## src/rtl/bfra_ram.sv

```systemverilog
// Simple dual-port synchronous memory with one write port and one registered read port.
// Used for both allocator tables. No dependencies.
module bfra_ram #(
    parameter int WIDTH = 8,
    parameter int DEPTH = 64,
    parameter int AW    = 6
) (
    input  logic             clk,
    input  logic             we,
    input  logic [AW-1:0]    waddr,
    input  logic [WIDTH-1:0] wdata,
    input  logic [AW-1:0]    raddr,
    output logic [WIDTH-1:0] rdata
);

    logic [WIDTH-1:0] mem [DEPTH];

    always_ff @(posedge clk)
    begin
        if (we)
        begin
            mem[waddr] <= wdata;
        end
    end

    always_ff @(posedge clk)
    begin
        rdata <= mem[raddr];
    end

endmodule

```

## config.mk

```make
export PLATFORM = sky130hd
export DESIGN_NAME = bfra_ram
export DESIGN_NICKNAME = d
export VERILOG_FILES = /design/src/rtl/bfra_ram.sv
export SDC_FILE = /design/constraint.sdc
export NUM_CORES = 1
export LEC_CHECK = 0
export ABC_CLOCK_PERIOD_IN_PS = 2850
export BUFFER_PORTS_ARGS = -buffer_cell sky130_fd_sc_hd__buf_2
export CORE_UTILIZATION = 64
export DETAILED_ROUTE_END_ITERATION = 10
export GPL_TIMING_DRIVEN = 0
export PLACE_DENSITY_LB_ADDON = 0.2
export SLEW_MARGIN = 0
export SYNTH_ARGS = -nofsm -noshare
export SYNTH_HDL_FRONTEND = slang
export SYNTH_SLANG_ARGS = --single-unit
```

## constraint.sdc

```tcl
create_clock -name clk -period 2.85 [get_ports clk]
set_input_delay 0.1425 -clock clk [delete_from_list [all_inputs] [get_ports clk]]
set_output_delay 0.1425 -clock clk [all_outputs]
set_load 0.03 [all_outputs]
```

==> summary.md <==
| Metric | Value |
|---|---|
| Outcome | completed |
| Clk sinks | 520 |
| Net Count, Synth | roughly 960 |
| Share of cells above drive strength 1 | between 20% and 30% |
| Worst r2r src | mem[3][3]$_DFFE_PP_ |
| Slew Viols, Final | 0 |
| Ys async rst share | 0% |
| CTS Buffer Depth | 3 |
| Mapped cell area | ~0.020 sq mm |
| CP Launch Point | raddr[2] |
| Layout filler cell count | roughly 1,700 |
| Largest net degree at the start of global routing | 65 |
| Met2 Usage GRT | between 40% and 50% |
| CTS root buf | clkbuf_16 |
| First-pass GRT wire length | about 68,000 um |
| Synth Warn # | 0 |
| Cells after synthesis | 940 |
| GRT met3 Usage | approximately 7.5% |
| P&R area growth vs syn | 11.2% |
| Nets | a little over 1,000 |
| LEAKAGE | ~7 nW |
| Number of buffers added on ports | 21 |
| Final Hold Viols | 0 |
| Clock power share | between 40% and 50% |
| Avg WL per Cell | about 32 um |
| Max Cap Viol | 0 |
| Drt pass-1 iters | 8 |
| R2r endpoint | rdata[3]$_DFF_P_ |
| Die outline height | ~180 um |
| Drc violations | 0 |
| Worst vdd ir | about 0.6 mV |
| DIE AREA | about 0.032 sq mm |
| Grt total ovfl | 0 |
| Final wirelength | around 47,000 um |
| Most frequent cell after synthesis | edfxtp_1 |
| Post-synth EDFFs | slightly above 500 |
| Finish-stage setup viols | 0 |
| Slew margin rel. | about 15% |
| Combinational power share | under 10% |
| Initial antenna violation count | 2 |
| Switching pwr | roughly 0.0033 W |
| HPWL reported at the end of detailed placement | about 28,000 um |
| R2R cell count | 4 |
| Register Area | 0.0155 sq mm |
| Post-cts sizing count | 0 |
| Final design utilization | a little over 70% |
| Hold-critical path depth | 3 |
| CTS Buf Count | 50 |
| Post-synth top area cell | edfxtp_1 |
| Crit path time final | roughly 2600 ps |
| Post-synth top cells | edfxtp_1 (512), mux4_2 (126), nor2_1 (83), mux2i_1 (23), nand2_1 (19) |
| Worst reg-to-reg setup slack | 530 ps |
| Worst Skew | roughly 15 ps |
| Rows | 64 |
| Worst min-delay path class | in2reg |
| RePlAce Congestion | around 0.96 |
| GRT Total Usage | 29.8% |
| Post-CTS setup buffers | 0 |
| M1 GR Usage | between 40 and 50% |
| Synth Area per Inst | 21.5 sq um |
| Hold buffers post-CTS | 1 |
| 1st-iter DRT viols | between 1,500 and 2,000 |
| Min-delay src | waddr[0] |
| GR peak layer | met1 |
| Clk_lat worst skew | about 570 ps |
| Vias/cell | between 6 and 7 |
| Seq pwr share | about 53% |
| Arr. time, crit path | between 2000 and 3000 ps |
| Setup_tns | 0 ps |
| #FFs+latches synth | 520 |
| Worst Path Max Fanout | 10 |
| Internal Power | 0.0127 W |
| CP endpoint kind | flop |
| F_max | slightly below 400 MHz |
| CTS H-tree depth | 2 |
| Vias in the first global route | 10,000 |
| Core area | 0.0308 sq mm |
| Count of different cell masters after synthesis | 40 |
| Post-route ant nets | 0 |
| Top-area cell type share of the netlist area | approximately three quarters |
| Pwr/cell area | around 700 mW/mm^2 |
| Die span in x | about 180 um |
| Final period utilization | roughly nine tenths |
| Sequential share of the synthesized area | a little under 80% |
| Top-level port count | 30 |
| WP data required | roughly 3200 ps |
| TritonCTS clock tree | done |
| Ys flop type | edfxtp_1 |
| Sw Ratio | between 20% and 30% |
| Clock-pin slew on the worst setup and hold paths | roughly 60 ps |
| Synth area leaders | edfxtp_1 (76%), mux4_2 (14%), nor2_1 (1.5%) |
| Worst Hold Endpoint | mem[49][2]$_DFFE_PP_ |
| Worst Setup Path Type | in2reg |
| Worst-Margin Slew | around 1300 ps |
| Footprint of the multi-input gates | approximately 0.0043 sq mm |
| Startpoint Class | input port |
| RSZ-0062 raised after global routing | no |
| Starting Density | around two thirds |
| Vias | 10,100 |
-- power by group through the flow --
stage / clock network, W / logic (W) / registers [W]
after global routing: 0.00695 / 0.000904 / 0.00848
final: 0.00661 / 0.000867 / 0.00848
after CTS: 0.00665 / 0.000853 / 0.00848
after detailed placement: 0 / 0.000845 / 0.00865
after floorplan: 0 / 0.000451 / 0.00867
after global placement: 0 / 0.000828 / 0.00864
-- worst max-delay path by stage --
| stage | endpoint | slack [ps] |
|---|---|---|
| after global routing | rdata[6]$_DFF_P_ | 210 |
| final | rdata[3]$_DFF_P_ | 270 |
| after CTS | rdata[4]$_DFF_P_ | 420 |
| after floorplan | rdata[3]$_DFF_P_ | 1040 |
| after detailed placement | rdata[4]$_DFF_P_ | -140 |
| after global placement | rdata[6]$_DFF_P_ | -80 |
-- cell usage in the layout, fill, tap and decap left out, types with 2 or more instances in the layout --
cell,netlist,routed
nor2_1,83,83
o221a_2,2,2
clkbuf_16,0,53
dfxtp_1,8,8
buf_6,4,4
o2bb2ai_1,3,3
edfxtp_1,512,512
clkinv_2,0,7
o21ai_0,2,2
o41ai_1,2,2
a211oi_1,4,4
clkinvlp_4,0,2
buf_12,2,2
a2111oi_0,2,2
nor4_1,2,2
o21ai_1,2,2
mux4_2,126,126
buf_4,13,13
o21a_1,2,2
clkbuf_1,17,28
clkinv_1,0,11
nand3b_1,3,3
o221ai_1,8,8
bufinv_16,0,6
nor3_1,7,6
nor2b_1,14,14
buf_2,11,32
mux2_2,13,13
o22ai_1,8,8
nand2_1,19,19
a22oi_1,3,3
nand4_1,2,2
mux2i_1,23,23
buf_1,4,4
o32ai_1,2,2
o2111ai_1,3,3
nand3_1,13,13
nand2b_1,7,7
a21oi_1,3,3
a221oi_1,6,6
-- critical path: stages --
cell and delay, ps:
buf_2 180, buf_4 270, clkbuf_1 630, buf_2 540, o221ai_1 200, o21a_1 180
o41ai_1 770
-- sequential cells by signal, summed over array words and instances (netlist names) --
signal,count
rdata,8
mem,512
-- layout make-up --
cell class | instances | share of cell area, %
diodes | 1 | 0.0112
plain buffers | 51 | 1.41
clock buffers | 64 | 6.10
clock inverters | 26 | 1.21
multi-input cells | 369 | 19.3
flip-flops and latches | 520 | 69.3
well taps | 396 | 2.21
repair buffers | 22 | 0.513
-- cells by family after synthesis --
family                 share of synthesized area, %
buffers and inverters                          1.57
AND/OR/NAND/NOR                                3.39
flip-flops                                     77.0
multiplexers                                   15.9
AO/OA/AOI/OAI                                  2.07
-- through the flow --
stage	power [W]	cell area, sq um	hold WS [ps]	setup slack (ps)	std cells
2_1_floorplan	0.00912	20200	241	1040	940
5_1_grt	0.0163	22400	258	213	1448
3_3_place_gp	0.00947	20800	548	-80.6	1357
3_5_place_dp	0.00949	20800	540	-143	1357
4_1_cts	0.0160	22400	271	421	1448
6_report	0.0160	22400	240	271	1449
-- layer usage --
metal	wire, um	vias up
li1	-	4072
met1	18000	5158
met2	21000	716
met3	5930	110
met4	1620	0
met5	0	-
Note: power is estimated with default switching activity, not from simulation.
