==> src/rtl/bfra_pkg.sv <==
// Package for the best-fit range allocator: field widths, transfer payload types,
// status codes and the control and flag structs shared by the core and its scan unit.
// No dependencies.
package bfra_pkg;

    localparam int TABLE_ENTRIES_DEF = 64;

    localparam int PAGE_W  = 20;
    localparam int COUNT_W = 21;
    localparam int STAMP_W = 32;

    localparam logic [COUNT_W-1:0] PAGE_SPACE = 21'h10_0000;

    localparam logic [1:0] ST_OK      = 2'd0;
    localparam logic [1:0] ST_NOSPACE = 2'd1;
    localparam logic [1:0] ST_UNKNOWN = 2'd2;
    localparam logic [1:0] ST_FULL    = 2'd3;

    localparam logic MODE_ALLOC = 1'b0;
    localparam logic MODE_FREE  = 1'b1;

    localparam int REG_FIRST_PAGE = 0;
    localparam int REG_PAGES      = 1;

    typedef struct packed {
        logic               mode;
        logic [COUNT_W-1:0] page_count;
        logic [PAGE_W-1:0]  page_number;
    } req_t;

    typedef struct packed {
        logic [1:0]        status;
        logic [PAGE_W-1:0] first_page;
    } rsp_t;

    // One free table entry as it is stored in memory.
    typedef struct packed {
        logic [PAGE_W-1:0]  start;
        logic [COUNT_W-1:0] size;
        logic [STAMP_W-1:0] stamp;
    } free_ent_t;

    // One used table entry as it is stored in memory.
    typedef struct packed {
        logic [PAGE_W-1:0]  start;
        logic [COUNT_W-1:0] size;
    } used_ent_t;

    typedef struct packed {
        logic clear;
        logic eval;
    } scan_ctrl_t;

    typedef struct packed {
        logic best_found;
        logic hit_found;
        logic used_slot_found;
        logic free_slot_found;
    } scan_flags_t;

endpackage

==> src/rtl/bfra_scan.sv <==
// Scan unit of the allocator: looks at one entry of each table per cycle and keeps the
// best fitting free range, the matching used range and the first empty slot of each table.
// Depends on bfra_pkg.
module bfra_scan #(
    parameter int AW = 6
) (
    input  logic                          clk,
    input  logic                          rst_n,
    input  bfra_pkg::scan_ctrl_t          ctrl,
    input  logic [AW-1:0]                 idx,
    input  logic [bfra_pkg::COUNT_W-1:0]  pages,
    input  logic [bfra_pkg::PAGE_W-1:0]   page,
    input  bfra_pkg::free_ent_t           free_ent,
    input  logic                          free_vld,
    input  bfra_pkg::used_ent_t           used_ent,
    input  logic                          used_vld,
    output bfra_pkg::scan_flags_t         flags,
    output logic [AW-1:0]                 best_idx,
    output bfra_pkg::free_ent_t           best_ent,
    output logic [AW-1:0]                 hit_idx,
    output bfra_pkg::used_ent_t           hit_ent,
    output logic [AW-1:0]                 used_slot,
    output logic [AW-1:0]                 free_slot
);

    bfra_pkg::scan_flags_t flags_reg, flags_next;
    logic [AW-1:0]         best_idx_reg, hit_idx_reg, used_slot_reg, free_slot_reg;
    bfra_pkg::free_ent_t   best_ent_reg;
    bfra_pkg::used_ent_t   hit_ent_reg;
    logic                  fit, better, hit, take_used, take_free;

    always_comb
    begin
        fit    = free_vld && (free_ent.size >= pages);
        // Smaller size wins; on equal size the later stamp wins.
        better = fit && (!flags_reg.best_found || (free_ent.size < best_ent_reg.size) ||
                 ((free_ent.size == best_ent_reg.size) &&
                  (free_ent.stamp > best_ent_reg.stamp)));
        hit       = !flags_reg.hit_found && used_vld && (used_ent.start == page);
        take_used = !flags_reg.used_slot_found && !used_vld;
        take_free = !flags_reg.free_slot_found && !free_vld;

        flags_next = flags_reg;
        if (ctrl.clear)
        begin
            flags_next = '0;
        end
        else if (ctrl.eval)
        begin
            flags_next.best_found      = flags_reg.best_found || better;
            flags_next.hit_found       = flags_reg.hit_found || hit;
            flags_next.used_slot_found = flags_reg.used_slot_found || take_used;
            flags_next.free_slot_found = flags_reg.free_slot_found || take_free;
        end
    end

    always_ff @(posedge clk or negedge rst_n)
    begin
        if (!rst_n)
        begin
            flags_reg <= '0;
        end
        else
        begin
            flags_reg <= flags_next;
        end
    end

    always_ff @(posedge clk)
    begin
        if (ctrl.eval && !ctrl.clear)
        begin
            if (better)
            begin
                best_idx_reg <= idx;
                best_ent_reg <= free_ent;
            end
            if (hit)
            begin
                hit_idx_reg <= idx;
                hit_ent_reg <= used_ent;
            end
            if (take_used)
            begin
                used_slot_reg <= idx;
            end
            if (take_free)
            begin
                free_slot_reg <= idx;
            end
        end
    end

    assign flags     = flags_reg;
    assign best_idx  = best_idx_reg;
    assign best_ent  = best_ent_reg;
    assign hit_idx   = hit_idx_reg;
    assign hit_ent   = hit_ent_reg;
    assign used_slot = used_slot_reg;
    assign free_slot = free_slot_reg;

endmodule

==> config.mk <==
export PLATFORM = sky130hd
export DESIGN_NAME = bfra_scan
export DESIGN_NICKNAME = d
export VERILOG_FILES = /design/src/rtl/bfra_pkg.sv /design/src/rtl/bfra_scan.sv
export SDC_FILE = /design/constraint.sdc
export NUM_CORES = 1
export LEC_CHECK = 0
export ABC_AREA = 1
export ABC_CLOCK_PERIOD_IN_PS = 7450
export BUFFER_PORTS_ARGS = -buffer_cell sky130_fd_sc_hd__buf_4
export CAP_MARGIN = 10
export CELL_PAD_IN_SITES_DETAIL_PLACEMENT = 1
export CELL_PAD_IN_SITES_GLOBAL_PLACEMENT = 1
export CORE_ASPECT_RATIO = 0.5
export CORE_MARGIN = 5
export CORE_UTILIZATION = 38
export DETAILED_ROUTE_END_ITERATION = 8
export PLACE_DENSITY_LB_ADDON = 0.3
export SYNTH_ARGS = -nofsm -noshare
export SYNTH_HDL_FRONTEND = slang
export SYNTH_SLANG_ARGS = --single-unit
==> constraint.sdc <==
create_clock -name clk -period 7.45 [get_ports clk]
set_input_delay 2.235 -clock clk [delete_from_list [all_inputs] [get_ports clk]]
set_output_delay 2.235 -clock clk [all_outputs]
set_load 0.03 [all_outputs]
==> reports/summary.txt <==
IO Pins: 309
Fillers: 1877
Gr usage total: 0.195
Initial Utilization: 0.384
CTS H-tree lvls: 4
Sequential area share after synthesis: 0.641
Reg2Reg Launch Point: best_ent[50]
Clock Skew: 0.0130 ns
Pre-antenna DRT Iters: 4
Area growth, synth to finish: 49.4%
Max transition margin: 0.308
Routed WL per cell: 18.3 um
Pwr/cell area: 207 mW/mm^2
Post-DP Area: 0.00926 mm^2
Gpl congestion: 0.798
Worst skew pair latency: 0.43 ns
Port bufs: 308
R2R cell count: 10
Top_reg_cell synth: edfxtp_1
Compound-gate portion of the synthesized area: 0.0457
CTS resizes: 0
Synth warn: 0
Switching Fraction: 0.231
Final Cell Area: 0.00989 mm^2
WL met1: 7.35 mm
Routed length on met3: 1.64 mm
Die Y: 103 um
Leakage: 4.64 nW
Final period util: 0.545
Fin crit period: 4.06 ns
Combinational family with the most area after synthesis: adder cells
Hold Path Sink: flags[1]
Post-CTS setup buffer count: 0
Post-DP HPWL: 16.6 mm
DRC: 0
Adder-Cell Fraction of Synth Area: 0.140
Dominant cell type by area after synthesis: edfxtp_1
Max reg flops: 73
Die Wd: 197 um
Clock Tree Root: clkbuf_16
Worst Tran Pin Value: 1.03 ns
Max clock buf depth: 2
Post-DRT Antenna Nets: 0
Final core occ: 0.574
Final WL: 20.5 mm
Syn Area/Cell: 12.2 um^2
Cell Int Power: 1.58 mW
Layout cell share with drive strength beyond 1: 0.401
Clock-pin slew on the worst setup and hold paths: 0.06 ns
Worst min path class: flip-flop to flip-flop
Status: complete, no violations
Via density: 4.62
Nature of the critical path endpoint: flip-flop
RSZ-0062 raised after global routing: no
Final net count: 1114
NetSw: 0.472 mW
Data required, critical path: 7.51 ns
Maximum clock rate: 247 MHz
Clock sinks: 142
Most common cell in the netlist: edfxtp_1
Worst path arrival time: 4.12 ns
Synth Register Bits: 142
CP Launch Type: input pin
Synth top area share: 0.626
Worst R2R End: best_ent[45]
Synthesized instance count: 543
Post-synth ARST share: 0.0282
Multiplexer share of the synthesized area: 0
N_diodes: 0
Hold_sp: flags[1]
CTS tree: built
Comb power frac: 0.110
Row cnt: 34
Core area: 0.0172 mm^2
Routed vias: 5173
Synthesized area: 0.00662 mm^2
Post-Syn Nets: 784
Met2 WL: 11.0 mm
Setup TNS: 0 ns
Total grt overflow: 0
Final hold viol count: 0
Flop2flop setup slack: 4.94 ns
Synth Area in XOR/XNOR: 0.0146
Worst hold margin: 0.533 ns
Overall power: 2.05 mW
Max Slew Vio Count: 0
First-pass GRT wire length: 30.1 mm
Number of flops mapped to enable cells by yosys: 138
Largest net degree at the start of global routing: 48
DRT iter0 DRCs: 143
Top post-synthesis cells by count: edfxtp_1 (138), inv_1 (102), nand2_1 (91)
Count of different cell masters after synthesis: 25
CTS buffer count: 17
Clock share of power: 0.452
Initial antenna violation count: 0
Seq pwr share: 0.438
Post-Synth Simple-Gate Area: 0.0994
Critical-path maximum fanout: 44
Max-cap viol count: 0
Number of global-route vias before repair: 5769
Hold path depth: 2
DR top layer: met4
Max VDD drop: 0.161 mV
Critical path class: input pin to flip-flop
Full die area: 0.0203 mm^2
Setup-failing EPs final: 0
Synth area leaders: edfxtp_1 (63%), ha_1 (14%), inv_1 (5.8%), nand2_1 (5.2%), a21oi_1 (2.5%)
# hold bufs at CTS: 0
==> power by group through the flow <==
| stage | sequential [mW] | combinational, mW | clock [mW] |
|---|---|---|---|
| global placement | 0.913 | 0.217 | 0 |
| floorplan | 0.937 | 0.0776 | 0 |
| finish | 0.897 | 0.224 | 0.926 |
| CTS | 0.897 | 0.229 | 0.942 |
| detailed placement | 0.914 | 0.227 | 0 |
| global route | 0.897 | 0.250 | 0.981 |
==> layout by cell type, fill, tap and decap left out, drive strengths merged, types with 2 or more instances in the layout <==
| cell type | count |
|---|---|
| edfxtp | 138 |
| nand2 | 92 |
| nand3 | 8 |
| o21a | 3 |
| o21ai | 13 |
| a21oi | 34 |
| xor2 | 2 |
| nor2 | 33 |
| nand4 | 12 |
| nor4 | 2 |
| o22ai | 3 |
| clkbuf | 20 |
| bufinv | 4 |
| or2 | 3 |
| ha | 74 |
| dfrtp | 4 |
| a21o | 2 |
| clkinv | 4 |
| xnor2 | 9 |
| buf | 311 |
| nor3 | 5 |
| inv | 108 |
==> layout make-up <==
class,instances,area (um^2),share of cell area
clock inverter,12,184,0.0186
sequential,142,4240,0.429
inverter,105,394,0.0398
tap,234,293,0.0296
multi-input combinational,296,2000,0.202
timing repair buffer,311,2330,0.236
clock buffer,20,447,0.0451
==> per-layer routing <==
layer | GRT usage | up-vias
met5 | 0 | -
met3 | 0.0764 | 32
met2 | 0.371 | 155
met1 | 0.201 | 2466
li1 | - | 2520
met4 | 0.0687 | 0
==> logic make-up (layout without fill, tap and decap cells) <==
logic type	Yosys count	after routing
compound gates	56	56
xor+xnor	11	11
fa+ha+maj	74	74
buf+inv	105	448
flops	142	142
simple gates	155	155
==> worst max-delay path: stages <==
cell	delay (ns)
buf_4	0.12
ha_1	0.31
nand2_1	0.09
nor2_2	0.13
nand4_1	0.09
nor2_1	0.09
nand2_1	0.05
nand4_1	0.09
nand2_1	0.16
a21oi_4	0.17
buf_4	0.52
==> per-stage QoR <==
stage	instances	worst slack (ns)
finish	1120	3.39
global route	1120	3.22
CTS	1120	3.38
detailed placement	1088	2.91
global placement	1088	2.99
floorplan	543	1.66
==> how the worst max path moves through the flow <==
stage | from | end | slack (ns) | depth (start not counted)
2_1_floorplan | free_ent[23] | best_ent[0] | 1.66 | 9
3_3_place_gp | free_ent[44] | best_idx[4] | 2.99 | 11
3_5_place_dp | free_ent[44] | best_idx[3] | 2.91 | 11
4_1_cts | free_ent[44] | best_idx[2] | 3.38 | 11
5_1_grt | free_ent[52] | best_ent[32] | 3.22 | 11
6_report | free_ent[44] | best_ent[45] | 3.39 | 11
Power figures use the tool's default switching activity.
